==> src/sv/cfpi_pkg.sv <==
// Shared widths, constants and stage payload types for the Catmull-Rom interpolator.
// No dependencies; every other file in the block uses it by scoped names.
package cfpi_pkg;

  localparam int SAMPLE_BITS   = 16;
  localparam int FRACTION_BITS = 16;

  // Doubled coefficient widths: |2a0| < 2^18, |2a1| < 2^19, |2a2| < 2^16.
  localparam int C0_W = SAMPLE_BITS + 3;
  localparam int C1_W = SAMPLE_BITS + 4;
  localparam int C2_W = SAMPLE_BITS + 1;
  localparam int M_W  = FRACTION_BITS + 1;

  // Horner partial sums.
  localparam int T1_W  = C1_W + FRACTION_BITS + 1;
  localparam int T2_W  = T1_W + M_W;
  localparam int LO_W  = T2_W / 2;
  localparam int HI_W  = T2_W - LO_W;
  localparam int X_W   = T2_W + M_W + 1;
  localparam int SHIFT = 3 * FRACTION_BITS + 1;
  localparam int Q_W   = X_W - SHIFT;

  localparam logic [M_W-1:0] UNIT = M_W'(1) << FRACTION_BITS;

  typedef struct packed {
    logic signed [C0_W-1:0]        c0;
    logic signed [C1_W-1:0]        c1;
    logic signed [C2_W-1:0]        c2;
    logic signed [SAMPLE_BITS-1:0] p1;
    logic        [M_W-1:0]         m;
  } coef_t;

  typedef logic signed [X_W-1:0] acc_t;

endpackage

==> src/sv/cfpi_round.sv <==
// Last stage: truncate toward zero, saturate to the sample range, drive the results.
// Depends on cfpi_pkg.
module cfpi_round (
  input  logic                                    clk_i,
  input  logic                                    rst_ni,
  input  logic                                    valid_i,
  input  cfpi_pkg::acc_t                          acc_i,
  output logic                                    valid_o,
  output logic signed [cfpi_pkg::SAMPLE_BITS-1:0] estimate_o,
  output logic                                    saturated_o
);

  localparam int X_W   = cfpi_pkg::X_W;
  localparam int SHIFT = cfpi_pkg::SHIFT;
  localparam int Q_W   = cfpi_pkg::Q_W;
  localparam int SB    = cfpi_pkg::SAMPLE_BITS;

  localparam logic signed [Q_W-1:0] POS_LIM = Q_W'((1 << (SB - 1)) - 1);
  localparam logic signed [Q_W-1:0] NEG_LIM = -Q_W'(1 << (SB - 1));

  logic                   neg;
  logic [X_W-1:0]         biased;
  logic signed [Q_W-1:0]  q;
  logic signed [SB-1:0]   estimate_d, estimate_q;
  logic                   sat_d, sat_q;
  logic                   valid_q;

  // Add 2^SHIFT - 1 to negative values so the shift truncates toward zero.
  assign neg    = acc_i[X_W-1];
  assign biased = acc_i + {{(X_W - SHIFT){1'b0}}, {SHIFT{neg}}};
  assign q      = $signed(biased[X_W-1:SHIFT]);

  always_comb begin
    if (q > POS_LIM) begin
      estimate_d = POS_LIM[SB-1:0];
      sat_d      = 1'b1;
    end else if (q < NEG_LIM) begin
      estimate_d = NEG_LIM[SB-1:0];
      sat_d      = 1'b1;
    end else begin
      estimate_d = q[SB-1:0];
      sat_d      = 1'b0;
    end
  end

  always_ff @(posedge clk_i or negedge rst_ni) begin
    if (!rst_ni) begin
      valid_q <= 1'b0;
    end else begin
      valid_q <= valid_i;
    end
  end

  always_ff @(posedge clk_i) begin
    estimate_q <= estimate_d;
    sat_q      <= sat_d;
  end

  assign valid_o     = valid_q;
  assign estimate_o  = estimate_q;
  assign saturated_o = sat_q;

endmodule

==> config.mk <==
export PLATFORM = sky130hd
export DESIGN_NAME = cfpi_round
export DESIGN_NICKNAME = d
export VERILOG_FILES = /design/src/sv/cfpi_pkg.sv /design/src/sv/cfpi_round.sv
export SDC_FILE = /design/constraint.sdc
export NUM_CORES = 1
export LEC_CHECK = 0
export ABC_AREA = 1
export BUFFER_PORTS_ARGS = -buffer_cell sky130_fd_sc_hd__buf_4
export CELL_PAD_IN_SITES_DETAIL_PLACEMENT = 0
export CELL_PAD_IN_SITES_GLOBAL_PLACEMENT = 1
export CORE_MARGIN = 2
export CORE_UTILIZATION = 39
export DETAILED_ROUTE_END_ITERATION = 10
export PLACE_DENSITY_LB_ADDON = 0.05
export SLEW_MARGIN = 25
export SYNTH_ARGS = -nofsm -noshare
export SYNTH_HDL_FRONTEND = slang
export SYNTH_SLANG_ARGS = --single-unit
==> constraint.sdc <==
create_clock -name clk_i -period 0.8 [get_ports clk_i]
set_input_delay 0.12 -clock clk_i [delete_from_list [all_inputs] [get_ports clk_i]]
set_output_delay 0.12 -clock clk_i [all_outputs]
set_load 0.03 [all_outputs]
**Yosys cells after proc, flatten, opt, wreduce, memory -nomap -nowiden**

Cells that the tools add are included.

- Register bits: 18
- Bits of input ports: 75
- Output and inout port bits: 18
- Logic and storage cells: 8

- $add $sub $neg: 1
- Magnitude comparators: 2
- Muxes and demuxes: 2

Operators by type and width:

| operator | count |
|---|---|
| $add 72x49->72 | 1 |
| $gt 23x16->1 const B | 1 |
| $lt 23x16->1 const B | 1 |
| $mux 16 | 1 |
| $mux 1 | 1 |

**Longest topological paths before layout**

- Word-level depth: 3
- Mapped depth: 20
- Gate-level depth less buffers: 19

**Worst setup path after synthesis**

OpenSTA, ideal clock, no wires.

- Path type: input -> register
- From: in acc_i[35]
- To: reg estimate_q[1] (netlist: estimate_o[1])
- Library setup time: 0.114 ns
- Data arrival time: 1.915 ns
- Required time: 0.686 ns
- Slack: -1.228 ns
- Stages on the path: 15
- Buffers on the path: 1
- Cell sequence: ha_1 > nand2_1 > nor2_2 > inv_2 > nor2_1 > nand3_1 > nor2_2 > nand2_2 > nand3_4 > nand3_2 > xor2_2 > inv_2 > nand2_2 > buf_6 > nand2_1

- Word-level cells in the longest chain between the ends: 3
- Elaborated cells on any way between the ends: 4
- Classes of those cells: add/sub (1); order compare (2); mux (1)

RTL lines:

| item | line | RTL |
|---|---|---|
| start: declaration | cfpi_round.sv:7 | `input cfpi_pkg::acc_t acc_i,` |
| $add 72x49->72 (*) | cfpi_round.sv:30 | `assign biased = acc_i + {{(X_W - SHIFT){1'b0}}, {SHIFT{neg}}};` |
| $lt 23x16->1 | cfpi_round.sv:37 | `end else if (q < NEG_LIM) begin` |
| $mux 16 | cfpi_round.sv:37 |  |
| end signal: assignment | cfpi_round.sv:55 | `estimate_q <= estimate_d;` |
| end: declaration | cfpi_round.sv:24 | `logic signed [SB-1:0] estimate_d, estimate_q;` |

Every way passes the cells marked *; elsewhere a longest branch is shown, timed or not.
A chain may end at the register's enable or synchronous reset.

**Final worst setup path**

- From: in acc_i[71]
- To: reg estimate_q[12] (netlist: estimate_o[12])

The elaborated chain is that of the path after synthesis.

==> flow_summary.ini <==
[synth]
yosysTopAreaCell = nand2_1
yosysUniqueCellTypes = 35
syn-cell-area_sq_mm = 0.00392
ys_seq_area_share_pct = 9.33
ys_ff_latch = 18
ys_top_cells_by_area = nand2_1 29%, ha_1 15%, inv_1 11%
synth_top_area_share_pct = 28.7
syn_avg_cell_area_sq_um = 5.24
synthesis.instances = 747
yosysWarnings = 0
synth_fp_nets = 870

[clocking]
cts_tree = done
htreeDepth = 1
cts_made_buffers = 3
cts.clk_slew.worst_paths_ns = 0.06
clockRootBuffer = clkbuf_8
cts_sinks = 18
cts_buffer_depth = 2

[floorplanning]
start_util_pct = 40.1
io_pins = 93
die_x_um = 104
core_sq_mm = 0.00977
die_area_sq_mm = 0.0109
fp.dieH_um = 104
rows = 36

[grt]
grt_max_degree = 17
grt_antenna_before_repair = 0
grt_pass1_wl_mm = 22.9
grt_util_all_layers_pct = 24.8
grt_pass1_vias = 5137
grt_overflow = 0

[timing]
worst_slew_margin_rel_pct = 64.6
min_period_over_period_pct = 288
whs_ns = 0.173
fin_ws_ns = -1.51
worstMarginPinSlew_ns = 0.524
rsz0062_at_grt = true
max_freq_mhz = 433
setup_viol = 35
period_minus_slack_ns = 2.31
finalHoldViolations = 0
slew_violations = 0

[setup_path]
startpoint = acc_i[71]
critPathSlowestCell = ha_4
crit_type = in -> reg
worstPathArrival_ns = 2.45
path_max_fanout = 5
crit_path_end_kind = register
cp_cell_sequence = buf_16, buf_4, buf_16, ha_4, a21oi_4, o21bai_2, a21oi_2, nand3_2, nand2_2, nand3_4, buf_6, buf_4, buf_4, nand2_1, nor2_1, nor2_1, nor2_1, nand2_1, nand2_1
max_stage_delay_ns = 0.27
start_kind = input port
cp.required_ns = 0.94

[detailed_routing]
vias = 5379
wl_mm = 15.0
first_iter_violations = 142
viasPerCell = 4.89
ant_nets = 0
drc = 0
drt-pass1-iter-count = 5
wl_per_cell_um = 13.6

[layout]
final_common_cell = nand2_1
antenna_cells = 0
drive_gt1_share_pct = 49.0
fin_nets = 1092
fin_util_pct = 75.8
area_growth_pct = 89.0
mostFrequentLayoutCells = 227 x nand2_1, 178 x buf_4, 110 x inv_1, 66 x nor2_1, 64 x nand2_2

[min_path]
hp-start = acc_i[55]
hold_class = in -> reg

[pwr]
irDropWorstVdd_mv = 0.725
comb_power_share_pct = 71.1
p_switching_mw = 2.55
power_density_mw_per_mm2 = 808
intPower_mw = 3.43
power.leakage_nw = 3.72
power_frac_seq_pct = 16.7
swShare_pct = 42.7
power_mw = 5.98
clkPwrFrac_pct = 12.2

[status]
violations = setup timing
status = complete, but fails checks

[place]
numPortBuffers = 92
gp_congestion = 0.868
dp_hpwl_mm = 10.3

[flow_run]
max_cap_viol_count = 0
-- layout make-up --
class                   instances  area, sq um
flip-flops and latches         18          385
multi-input cells             608         4450
inverters                     121          457
fillers                       790         2370
well taps                     133          166
repair buffers                217         1890
clock buffers                   4         55.1
-- logic make-up after synthesis --
kind of cell	count (synthesis)	share of synthesized area (%)
flops	18	9.33
simple gates	490	52.9
xor+xnor	5	1.31
compound gates	63	8.94
buf+inv	123	12.2
fa+ha+maj	48	15.3
-- power by group through the flow --
| stage | registers, mW | clock network (mW) | logic, mW |
|---|---|---|---|
| after CTS | 0.999 | 0.732 | 3.68 |
| after global routing | 1.01 | 0.779 | 4.62 |
| after floorplan | 1.13 | 0 | 1.55 |
| after global placement | 0.996 | 0 | 2.91 |
| after detailed placement | 0.997 | 0 | 2.95 |
| final | 1.00 | 0.727 | 4.26 |
-- synthesized netlist by cell type, drive strengths merged --
| master | n |
|---|---|
| a21o | 4 |
| a21oi | 41 |
| a31o | 1 |
| a31oi | 2 |
| and2 | 2 |
| and3 | 1 |
| buf | 2 |
| dfrtp | 1 |
| dfxtp | 17 |
| ha | 48 |
| inv | 121 |
| nand2 | 312 |
| nand3 | 41 |
| nand3b | 2 |
| nand4 | 9 |
| nor2 | 107 |
| nor3 | 10 |
| nor4 | 4 |
| nor4b | 1 |
| o21ai | 9 |
| o21bai | 6 |
| or2 | 1 |
| xnor2 | 1 |
| xor2 | 4 |
-- sequential cells by signal (all words and copies together) (netlist names) --
signal and flops:
estimate_o 16, saturated_o 1, valid_o 1
-- critical path, delay by kind of cell --
kind / cells / cell delay, ns
adders and majority gates: 1 / 0.27
buffers and inverters: 6 / 0.81
AOI/OAI and AO/OA: 3 / 0.41
and+or+nand+nor: 9 / 0.83
-- path summary, 6_finish.rpt --
path,end,slack [ns],cells past startpoint
max,estimate_o[12],-1.51,19
min,estimate_o[6],0.17,4
max in group asynchronous,valid_o,0.53,2
min in group asynchronous,valid_o,0.19,2
-- routing by layer --
layer  share of wire (%)  track usage, %  vias to the layer above
met4                 1.2            4.05                        0
met5                   0               0                        -
li1                    -               -                     2784
met1                  44            31.1                     2474
met2                  52            46.8                      106
met3                 2.8            1.75                       15
-- metrics by stage --
| step | TNS [ns] | cell area [sq um] | instances | setup WS (ns) |
|---|---|---|---|---|
| floorplan | -18.66 | 4040 | 747 | -1.16 |
| global placement | -30.25 | 5600 | 1065 | -1.81 |
| detailed placement | -31.15 | 5600 | 1065 | -1.89 |
| CTS | -24.16 | 6720 | 1092 | -1.45 |
| global route | -26.04 | 7400 | 1101 | -1.58 |
| finish | -23.96 | 7400 | 1101 | -1.51 |
-- what timing repair did --
item	CTS	global route
hold buffers	2	0
gates cloned	5	1
hold endpoints to repair	2	0
pin swaps	44	68
gates resized for setup	161	140
setup endpoints to repair	35	35
buffers inserted	16	9
Note: power is estimated with default switching activity, not from simulation.
