==> config.mk <==
export PLATFORM = sky130hd
export DESIGN_NAME = cfpi_coef
export DESIGN_NICKNAME = d
export VERILOG_FILES = /design/src/sv/cfpi_pkg.sv /design/src/sv/cfpi_coef.sv
export SDC_FILE = /design/constraint.sdc
export NUM_CORES = 1
export LEC_CHECK = 0
export ABC_CLOCK_PERIOD_IN_PS = 800
export CORE_MARGIN = 5
export CORE_UTILIZATION = 55
export CTS_CLUSTER_DIAMETER = 100
export DETAILED_ROUTE_END_ITERATION = 8
export DONT_BUFFER_PORTS = 1
export HOLD_SLACK_MARGIN = 0.05
export PLACE_DENSITY = 0.73
export SYNTH_ARGS = -nofsm -noshare
export SYNTH_HDL_FRONTEND = slang
export SYNTH_SLANG_ARGS = --single-unit
==> constraint.sdc <==
create_clock -name clk_i -period 0.8 [get_ports clk_i]
set_clock_uncertainty 0.15 [all_clocks]
set_input_delay 0.04 -clock clk_i [delete_from_list [all_inputs] [get_ports clk_i]]
set_output_delay 0.04 -clock clk_i [all_outputs]
set_load 0.05 [all_outputs]
==> src/sv/cfpi_pkg.sv <==
// Shared widths, constants and stage payload types for the Catmull-Rom interpolator.
// No dependencies; every other file in the block uses it by scoped names.
package cfpi_pkg;

  localparam int SAMPLE_BITS   = 16;
  localparam int FRACTION_BITS = 16;

  // Doubled coefficient widths: |2a0| < 2^18, |2a1| < 2^19, |2a2| < 2^16.
  localparam int C0_W = SAMPLE_BITS + 3;
  localparam int C1_W = SAMPLE_BITS + 4;
  localparam int C2_W = SAMPLE_BITS + 1;
  localparam int M_W  = FRACTION_BITS + 1;

  // Horner partial sums.
  localparam int T1_W  = C1_W + FRACTION_BITS + 1;
  localparam int T2_W  = T1_W + M_W;
  localparam int LO_W  = T2_W / 2;
  localparam int HI_W  = T2_W - LO_W;
  localparam int X_W   = T2_W + M_W + 1;
  localparam int SHIFT = 3 * FRACTION_BITS + 1;
  localparam int Q_W   = X_W - SHIFT;

  localparam logic [M_W-1:0] UNIT = M_W'(1) << FRACTION_BITS;

  typedef struct packed {
    logic signed [C0_W-1:0]        c0;
    logic signed [C1_W-1:0]        c1;
    logic signed [C2_W-1:0]        c2;
    logic signed [SAMPLE_BITS-1:0] p1;
    logic        [M_W-1:0]         m;
  } coef_t;

  typedef logic signed [X_W-1:0] acc_t;

endpackage

==> src/sv/cfpi_coef.sv <==
// First stage: doubled Catmull-Rom coefficients and the clamped fraction.
// Depends on cfpi_pkg.
module cfpi_coef (
  input  logic                                    clk_i,
  input  logic                                    rst_ni,
  input  logic                                    valid_i,
  input  logic signed [cfpi_pkg::SAMPLE_BITS-1:0] p0_i,
  input  logic signed [cfpi_pkg::SAMPLE_BITS-1:0] p1_i,
  input  logic signed [cfpi_pkg::SAMPLE_BITS-1:0] p2_i,
  input  logic signed [cfpi_pkg::SAMPLE_BITS-1:0] p3_i,
  input  logic        [cfpi_pkg::M_W-1:0]         fraction_i,
  output logic                                    valid_o,
  output cfpi_pkg::coef_t                         coef_o
);

  localparam int EXT = cfpi_pkg::C1_W - cfpi_pkg::SAMPLE_BITS;
  localparam int SB  = cfpi_pkg::SAMPLE_BITS;

  logic signed [cfpi_pkg::C1_W-1:0] e0, e1, e2, e3;
  logic signed [cfpi_pkg::C1_W-1:0] c0_full, c1_full, c2_full;
  cfpi_pkg::coef_t coef_d, coef_q;
  logic valid_q;

  assign e0 = {{EXT{p0_i[SB-1]}}, p0_i};
  assign e1 = {{EXT{p1_i[SB-1]}}, p1_i};
  assign e2 = {{EXT{p2_i[SB-1]}}, p2_i};
  assign e3 = {{EXT{p3_i[SB-1]}}, p3_i};

  // 2a0 = -p0 + 3p1 - 3p2 + p3, 2a1 = 2p0 - 5p1 + 4p2 - p3, 2a2 = p2 - p0
  assign c0_full = e3 - e0 + (e1 <<< 1) + e1 - (e2 <<< 1) - e2;
  assign c1_full = (e0 <<< 1) - (e1 <<< 2) - e1 + (e2 <<< 2) - e3;
  assign c2_full = e2 - e0;

  always_comb begin
    coef_d.c0 = c0_full[cfpi_pkg::C0_W-1:0];
    coef_d.c1 = c1_full;
    coef_d.c2 = c2_full[cfpi_pkg::C2_W-1:0];
    coef_d.p1 = p1_i;
    // Hold the fraction at one: no extrapolation past the interval end.
    coef_d.m  = (fraction_i > cfpi_pkg::UNIT) ? cfpi_pkg::UNIT : fraction_i;
  end

  always_ff @(posedge clk_i or negedge rst_ni) begin
    if (!rst_ni) begin
      valid_q <= 1'b0;
    end else begin
      valid_q <= valid_i;
    end
  end

  always_ff @(posedge clk_i) begin
    coef_q <= coef_d;
  end

  assign valid_o = valid_q;
  assign coef_o  = coef_q;

endmodule

==> out/metrics.cfg, run 1 <==
[outcome]
status=aborted with a tool error
lastStage=global routing (5_1_grt)
firstError=[ERROR GRT-0232] Routing congestion too high. Check the congestion heatmap in the GUI.

[synth]
synth-edff-count=0
synth_seq_cells=90
ys.warnings.count=0
synth.distinct_cells=68
synth.largest_area_cell=fa_1
synth_flop_cell=dfxtp_1
syn_nets=1082
netlist.area_leader.share=0.2897
syn_avg_cell_area_um2=9.560
synth_cells=824
synth_area_mm2=0.007878
synth_area_leaders=fa_1 (29%), dfxtp_1 (23%), inv_1 (10%)
async_flop_share=0.01111
ys_seq_area_frac=0.2294

[floorplan]
num_rows=43
start_util=0.5631
fp.dieW_um=129.7
pin_count=174
die_h_um=129.7

[clock_tree]
cts_buffer_depth=2
cts_sinks=90
cts_buffers=9
cts_htree_levels=3
clockRootBuffer=clkbuf_16

[global_route]
grt_max_degree=20
track_usage=0.8750
gr-total-overflow=782

[placed_design]
preCtsSetupSlack_ps=-2889
numPortBuffers=0
dpl_cell_area_mm2=0.01174
dpl.hpwl_um=18900
numPlacedInstances=1256
place.gp.congestion=0.9140

[timing]
grt_repair_worst_endpoint=coef_o[87]$_DFF_P_/D
worst-ep-kind=register data pin

## metal layers
layer,overflow,track usage
met1,5,0.7922
met2,524,1.098
met3,20,0.7090
met4,232,0.9804
met5,1,0.3000
## logic make-up after synthesis
| logic type | share of synthesized area |
|---|---|
| flops | 0.2294 |
| fa+ha+maj | 0.3850 |
| buf+inv | 0.1185 |
| simple gates | 0.1026 |
| xor+xnor | 0.04003 |
| mux | 0.007624 |
| compound gates | 0.1169 |
## synthesized netlist by cell type, drive strengths merged, types with 2 or more instances
cell type  count
o21bai         3
and4           2
nor2          34
nand3b         3
and2           4
o21a           7
or3            5
o21ai         20
or4            3
a41oi          4
nor2b         27
xor2          13
a21boi         2
nor3          12
nor4           8
ha            60
xnor2         23
or2            2
a31oi          5
dfxtp         89
buf            6
o31ai          6
nand4          7
a21o          16
fa           114
a221oi         3
nand2b         3
a21oi         34
a2111oi        2
mux2i          6
o211ai         4
o311ai         3
clkbuf         9
a211oi         9
nand3         13
and3           5
o31a           3
inv          220
nand2         19
## per-stage QoR
| step | hold WS (ps) | TNS (ps) |
|---|---|---|
| detailed placement | -405.6 | -105420 |
| global placement | -405.6 | -101470 |
| floorplan | -405.6 | -87650 |
| CTS | -458.5 | -110970 |
## repair_timing
action / CTS
hold buffers: 35
endpoints found under the setup margin: 144
hold endpoints to repair: 59
pin swaps: 62
setup buffers: 24
resized for setup: 180
==> inputs of run 2 (changes only) <==
==> config.mk (replaced) <==
export PLATFORM = sky130hd
export DESIGN_NAME = cfpi_coef
export DESIGN_NICKNAME = d
export VERILOG_FILES = /design/src/sv/cfpi_pkg.sv /design/src/sv/cfpi_coef.sv
export SDC_FILE = /design/constraint.sdc
export NUM_CORES = 1
export LEC_CHECK = 0
export ABC_CLOCK_PERIOD_IN_PS = 1000
export CORE_MARGIN = 5
export CORE_UTILIZATION = 40
export DETAILED_ROUTE_END_ITERATION = 8
export DONT_BUFFER_PORTS = 1
export PLACE_DENSITY_LB_ADDON = 0.15
export SYNTH_ARGS = -nofsm -noshare
export SYNTH_HDL_FRONTEND = slang
export SYNTH_SLANG_ARGS = --single-unit
==> constraint.sdc (replaced) <==
create_clock -name clk_i -period 1 [get_ports clk_i]
set_clock_uncertainty 0.15 [all_clocks]
set_input_delay 0.05 -clock clk_i [delete_from_list [all_inputs] [get_ports clk_i]]
set_output_delay 0.05 -clock clk_i [all_outputs]
set_load 0.05 [all_outputs]
==> run 2 against run 1 <==
The flow now finishes, with violations (negative hold slack, negative setup slack). Synthesized cell count did not move. Synthesized area unchanged.
==> out/metrics.cfg, run 2 <==
[cells_and_area]
area_growth_pct=64.76
largest_reg_flops=89
drive_above_1_share=0.4798
nNetsFinal=1414
multi_input_area_mm2=0.006086
post-route-util=0.6691
n_fill_cell=1522
seq_area_mm2=0.001921
mostFrequentLayoutCells=inv_1 (183), buf_4 (171), fa_1 (110), dfxtp_2 (88), buf_8 (81)
fin_area_mm2=0.01298
layout_commonest_cell=inv_1

[timing]
drv_slew=0
finalCritPeriodShare=3.248
setup_viol=142
rsz0062_at_grt=true
tightest_slew_ps=459.0
setup_ws_ps=-2248
hold_violations=11
max_freq_mhz=307.8
fin_crit_ps=3248
hold_ws_ps=-297.5
relSlewSlack=0.6861

[power]
powerDensity_mw_per_mm2=2864
power_w=0.03717
p_leak_nw=6.140
peakVddDrop_mv=2.323

[setup_path]
slowest_stage=fa_1
cp_max_fo=4
max_stage_delay_ps=520
crit_chain=clkinvlp_4 -> fa_1 -> fa_2 -> fa_1 -> inv_2 -> ha_4 -> fa_2 -> a21oi_4 -> o2111ai_4 -> a211oi_2 -> buf_4 -> o21ai_4 -> a311oi_2 -> xnor2_1
cp_num_buf_inv=3
worstPathRequired_ps=1130
cp-end-kind=register
path_delay_family=adder cells
path_class=in -> reg
worstPathArrival_ps=3380
cp-start-kind=primary input

[floorplan]
die_area_mm2=0.02260
fp.dieW_um=150.3  ; +16%
core_mm2=0.01940
start_util=0.4061  ; -0.1571
pin_count=174  ; unchanged
die_h_um=150.3  ; +16%
num_rows=51  ; +19%

[placed_design]
place.gp.congestion=0.8851  ; -3.2%
dpl_cell_area_mm2=0.01067  ; -9.1%
numPortBuffers=0  ; unchanged
dpl.hpwl_um=17470  ; -7.6%

[synth]
ys_seq_area_frac=0.2294  ; unchanged
synth_area_mm2=0.007878  ; unchanged
synth-edff-count=0  ; unchanged
syn_avg_cell_area_um2=9.560  ; unchanged
synth.largest_area_cell=fa_1
synth_cells=824  ; unchanged
ys.warnings.count=0  ; unchanged
synth_area_leaders=fa_1 (29%), dfxtp_1 (23%), inv_1 (10%)
synth_seq_cells=90  ; unchanged
synth.distinct_cells=68  ; unchanged
yosysMostFrequentCell=inv_1
netlist_top_cells_count=inv_1 (219), fa_1 (114), dfxtp_1 (89)
syn_nets=1082  ; unchanged
async_flop_share=0.01111  ; unchanged
synth_flop_cell=dfxtp_1
netlist.area_leader.share=0.2897  ; unchanged

[min_path]
worstHoldPathType=in -> reg

[outcome]
status=finished with violations
failed_checks=negative hold slack, negative setup slack

[routing]
drt-initial-drc-count=224
vias=6796
ant_nets=0
wl_um=22300
vias_per_cell=4.762
wl_per_cell_um=15.63
drc=0
first_pass_iters=5

[global_route]
grt_pass1_vias=7424
grt_pass1_wl_um=35250
grt_max_degree=20
gr-total-overflow=0
antenna_found_initial=1
track_usage=0.1980

[clock_tree]
cts_buffer_depth=2  ; unchanged
path_clk_slew_ps=80
cts_htree_levels=3  ; unchanged
cts_tree=built
cts_buffers=9  ; unchanged
clockRootBuffer=clkbuf_16
cts_sinks=90  ; unchanged

[run]
drv_cap=0

## run 2: cell counts after synthesis
Identical to the previous run, type by type.
## run 2: per-stage QoR
stage	setup slack, ps	TNS (ps)	cells
6_report	-2248	-74730	1427
5_1_grt	-2389	-82320	1427
4_1_cts	-2216	-77320	1409
3_5_place_dp	-2644	-92360	1344
3_3_place_gp	-2649	-90830	1344
2_1_floorplan	-2458	-76430	824
## run 2: kinds of logic after synthesis
| family | share of synthesized area |
|---|---|
| xor gates and xnor gates | 0.04003 |
| muxes | 0.007624 |
| DFF | 0.2294 |
| and+or+nand+nor | 0.1026 |
| AOI/OAI and AO/OA | 0.1169 |
| buffers and inverters | 0.1185 |
| adders and majority gates | 0.3850 |
## run 2: final cells by class
cell class / instances / area share
clock buffer: 9 / 0.01735
timing repair buffer: 337 / 0.2639
sequential: 90 / 0.1480
antenna: 1 / 0.0001928
inverter: 220 / 0.06989
clock inverter: 7 / 0.006266
multi-input combinational: 498 / 0.4689
tap: 265 / 0.02555
## run 2: repair_timing
item	4_1_cts	5_1_grt
cloned	0	1
endpoints found under the setup margin	140	152
pin swaps	37	26
buffers inserted	13	3
resized for setup	310	81
hold endpoints to repair	52	28
hold buffers	38	14
## run 2: worst paths after layout
path,from,end,slack (ps),depth (start not counted)
min in group asynchronous,rst_ni,valid_o,300,2
setup / recovery,p1_i[0],coef_o[87],-2250,14
max in group asynchronous,rst_ni,valid_o,290,2
hold / removal,p0_i[0],coef_o[51],-300,1
## run 2: power breakdown
part	leakage, nW	total [W]	switching (W)	internal [W]
sequential	0.765	0.00564	0.000642	0.00500
clock	0.150	0.00352	0.00173	0.00179
combinational	5.23	0.0280	0.0141	0.0139
total	6.14	0.0372	0.0165	0.0206
## run 2: layer usage
| metal | global-route usage | vias to the layer above | part of all wire |
|---|---|---|---|
| met5 | 0 | - | 0 |
| met4 | 0.06267 | 0 | 0.024 |
| met3 | 0.05238 | 36 | 0.066 |
| met2 | 0.3597 | 186 | 0.54 |
| met1 | 0.2260 | 3299 | 0.37 |
| li1 | - | 3275 | - |
Power figures use the tool's default switching activity.
==> inputs of run 3 (changes only) <==
--- a/config.mk
+++ b/config.mk
@@ -6,10 +6,12 @@
 export NUM_CORES = 1
 export LEC_CHECK = 0
 export ABC_CLOCK_PERIOD_IN_PS = 1000
+export CORE_ASPECT_RATIO = 1.25
 export CORE_MARGIN = 5
 export CORE_UTILIZATION = 40
 export DETAILED_ROUTE_END_ITERATION = 8
 export DONT_BUFFER_PORTS = 1
+export HOLD_SLACK_MARGIN = 0.05
 export PLACE_DENSITY_LB_ADDON = 0.15
 export SYNTH_ARGS = -nofsm -noshare
 export SYNTH_HDL_FRONTEND = slang
==> run 3 against run 2 <==
The flow still finishes with violations (negative hold slack, negative setup slack). Largest cell class unchanged. Largest power group unchanged. First-iteration DRC count up 21%. Combinational power increased by 5%. Global-route usage is 0.81 points higher.
==> out/metrics.cfg, run 3 (synthesized netlist as in run 2, its figures left out) <==
[timing]
setup_ws_ps=-2299  ; -50.56 ps
setup_viol=142  ; unchanged
max_freq_mhz=303.1  ; -1.5%
tightest_slew_ps=519.6  ; +60.60 ps
fin_crit_ps=3299  ; +50.56 ps
hold_ws_ps=-441.0  ; -143.5 ps
hold_violations=16  ; +5
rsz0062_at_grt=true
relSlewSlack=0.6504  ; -0.03568
setup-tns-final_ps=-77480  ; -2745 ps
finalCritPeriodShare=3.299  ; +0.05056
drv_slew=0  ; unchanged

[floorplan]
num_rows=57  ; +12%
pin_count=174  ; unchanged
die_h_um=166.9  ; +11%
fp.dieW_um=135.5  ; -9.9%
core_mm2=0.01940  ; unchanged
start_util=0.4061  ; unchanged
die_area_mm2=0.02262  ; about the same

[global_route]
track_usage=0.2061  ; +0.008109
grt_pass1_wl_um=36780  ; +4.4%
grt_pass1_vias=7645  ; +3.0%
antenna_found_initial=1  ; unchanged
grt_max_degree=20  ; unchanged
gr-total-overflow=0  ; unchanged

[power]
powerDensity_mw_per_mm2=2948  ; +2.9%
p_leak_nw=6.184  ; +0.71%
power_w=0.03852  ; +3.6%
peakVddDrop_mv=1.966  ; -15%

[placed_design]
numPortBuffers=0  ; unchanged
numPlacedInstances=1345  ; +0.074%
preCtsSetupSlack_ps=-2697  ; -52.92 ps
dpl.hpwl_um=18180  ; +4.1%
place.gp.congestion=0.8598  ; -2.9%

[setup_path]
cp-start-kind=primary input
path_delay_family=adder cells
crit_chain=clkinvlp_4 -> buf_6 -> fa_1 -> fa_1 -> inv_1 -> fa_1 -> inv_1 -> ha_1 -> a21oi_2 -> nand3b_1 -> and2_4 -> o41ai_2 -> a221o_1 -> a311o_1
cp-end-kind=register
slowest_stage=fa_1
cp_max_fo=3  ; -1
cp_num_buf_inv=4  ; +1
worstPathArrival_ps=3390  ; about the same
max_stage_delay_ps=530  ; about the same
worstPathRequired_ps=1090  ; -40 ps
path_common_cell=fa_1
path_class=in -> reg

[clock_tree]
cts_tree=built
clockRootBuffer=clkbuf_16
path_clk_slew_ps=80  ; about the same
cts_buffer_depth=2  ; unchanged
cts_sinks=90  ; unchanged
cts_htree_levels=3  ; unchanged
cts_buffers=9  ; unchanged

[cells_and_area]
stdcell_count=1436  ; +0.63%
largest_reg_flops=89  ; unchanged
n_fill_cell=1546  ; +1.6%
area_growth_pct=65.90
mostFrequentLayoutCells=inv_1 (179), buf_4 (174), fa_1 (110), dfxtp_2 (87), buf_8 (83)
nNetsFinal=1423  ; +0.64%
drive_above_1_share=0.4855  ; +0.005711
layout_commonest_cell=inv_1

[min_path]
worstHoldPathType=in -> reg

[outcome]
failed_checks=negative hold slack, negative setup slack
status=finished with violations

[routing]
wl_per_cell_um=15.99  ; +2.3%
first_pass_iters=5  ; unchanged
drt-initial-drc-count=271  ; +21%
ant_nets=0  ; unchanged
drc=0  ; unchanged
vias=6901  ; +1.5%
wl_um=22960  ; +2.9%
vias_per_cell=4.806  ; +0.91%

[run]
drv_cap=0  ; unchanged

-- run 3: changes by cell type in the layout (fill, tap and decap cells not counted), sizes merged --
cell / before / now
buf: 285 / 299
inv: 209 / 205
dlygate4sd3: 39 / 36
clkinv: 3 / 5
clkinvlp: 15 / 17
dlymetal6s2s: 5 / 4
dlymetal6s4s: 8 / 7
-- run 3: final cells by class --
type | instances | area, µm² | area share
Antenna cell | 1 | 2.502 | 0.0001915
Inverter | 220 | 928.4 | 0.07104
Sequential cell | 90 | 1919 | 0.1469
Clock inverter | 7 | 78.83 | 0.006032
Multi-Input combinational cell | 498 | 6051 | 0.4630
Timing Repair Buffer | 346 | 3532 | 0.2703
Tap cell | 265 | 331.6 | 0.02537
Clock buffer | 9 | 225.2 | 0.01723
-- run 3: what timing repair did --
| item | CTS | global route |
|---|---|---|
| endpoints found under the hold margin | 57 | 35 |
| pin swaps | 45 | 46 |
| hold buffers | 37 | 10 |
| cloned | 0 | 1 |
| endpoints found under the setup margin | 140 | 152 |
| buffers inserted | 11 | 20 |
| gates resized for setup | 318 | 89 |
-- run 3: worst paths after layout --
path	from	endpoint	slack [ps]	cells past startpoint
max in group asynchronous	rst_ni	valid_o	300	2
setup / recovery	p1_i[2]	coef_o[67]	-2300	14
hold / removal	p1_i[0]	coef_o[17]	-440	0
min in group asynchronous	rst_ni	valid_o	290	2
-- run 3: metrics by stage --
| stage | instance area, µm² | hold WS [ps] | utilization |
|---|---|---|---|
| 6_report | 13070 | -441.0 | 0.6737 |
| 5_1_grt | 13070 | -456.1 | 0.6737 |
| 4_1_cts | 12510 | -454.3 | 0.6451 |
| 3_5_place_dp | 10690 | -395.6 | 0.5512 |
| 3_3_place_gp | 10690 | -395.6 | 0.5512 |
| 2_1_floorplan | 8446 | -395.6 | - |
-- run 3: power by group --
| part | internal (W) | switching [W] |
|---|---|---|
| sequential | 0.00500 | 0.000671 |
| clock | 0.00178 | 0.00177 |
| combinational | 0.0147 | 0.0146 |
-- run 3: layer usage --
metal / routed length, µm / share of wire / vias to the layer above / track usage
li1: - / - / 3291 / -
met1: 8005 / 0.35 / 3381 / 0.2151
met2: 12900 / 0.56 / 180 / 0.3854
met3: 1294 / 0.056 / 49 / 0.05582
met4: 760 / 0.033 / 0 / 0.08198
met5: 0 / 0 / - / 0
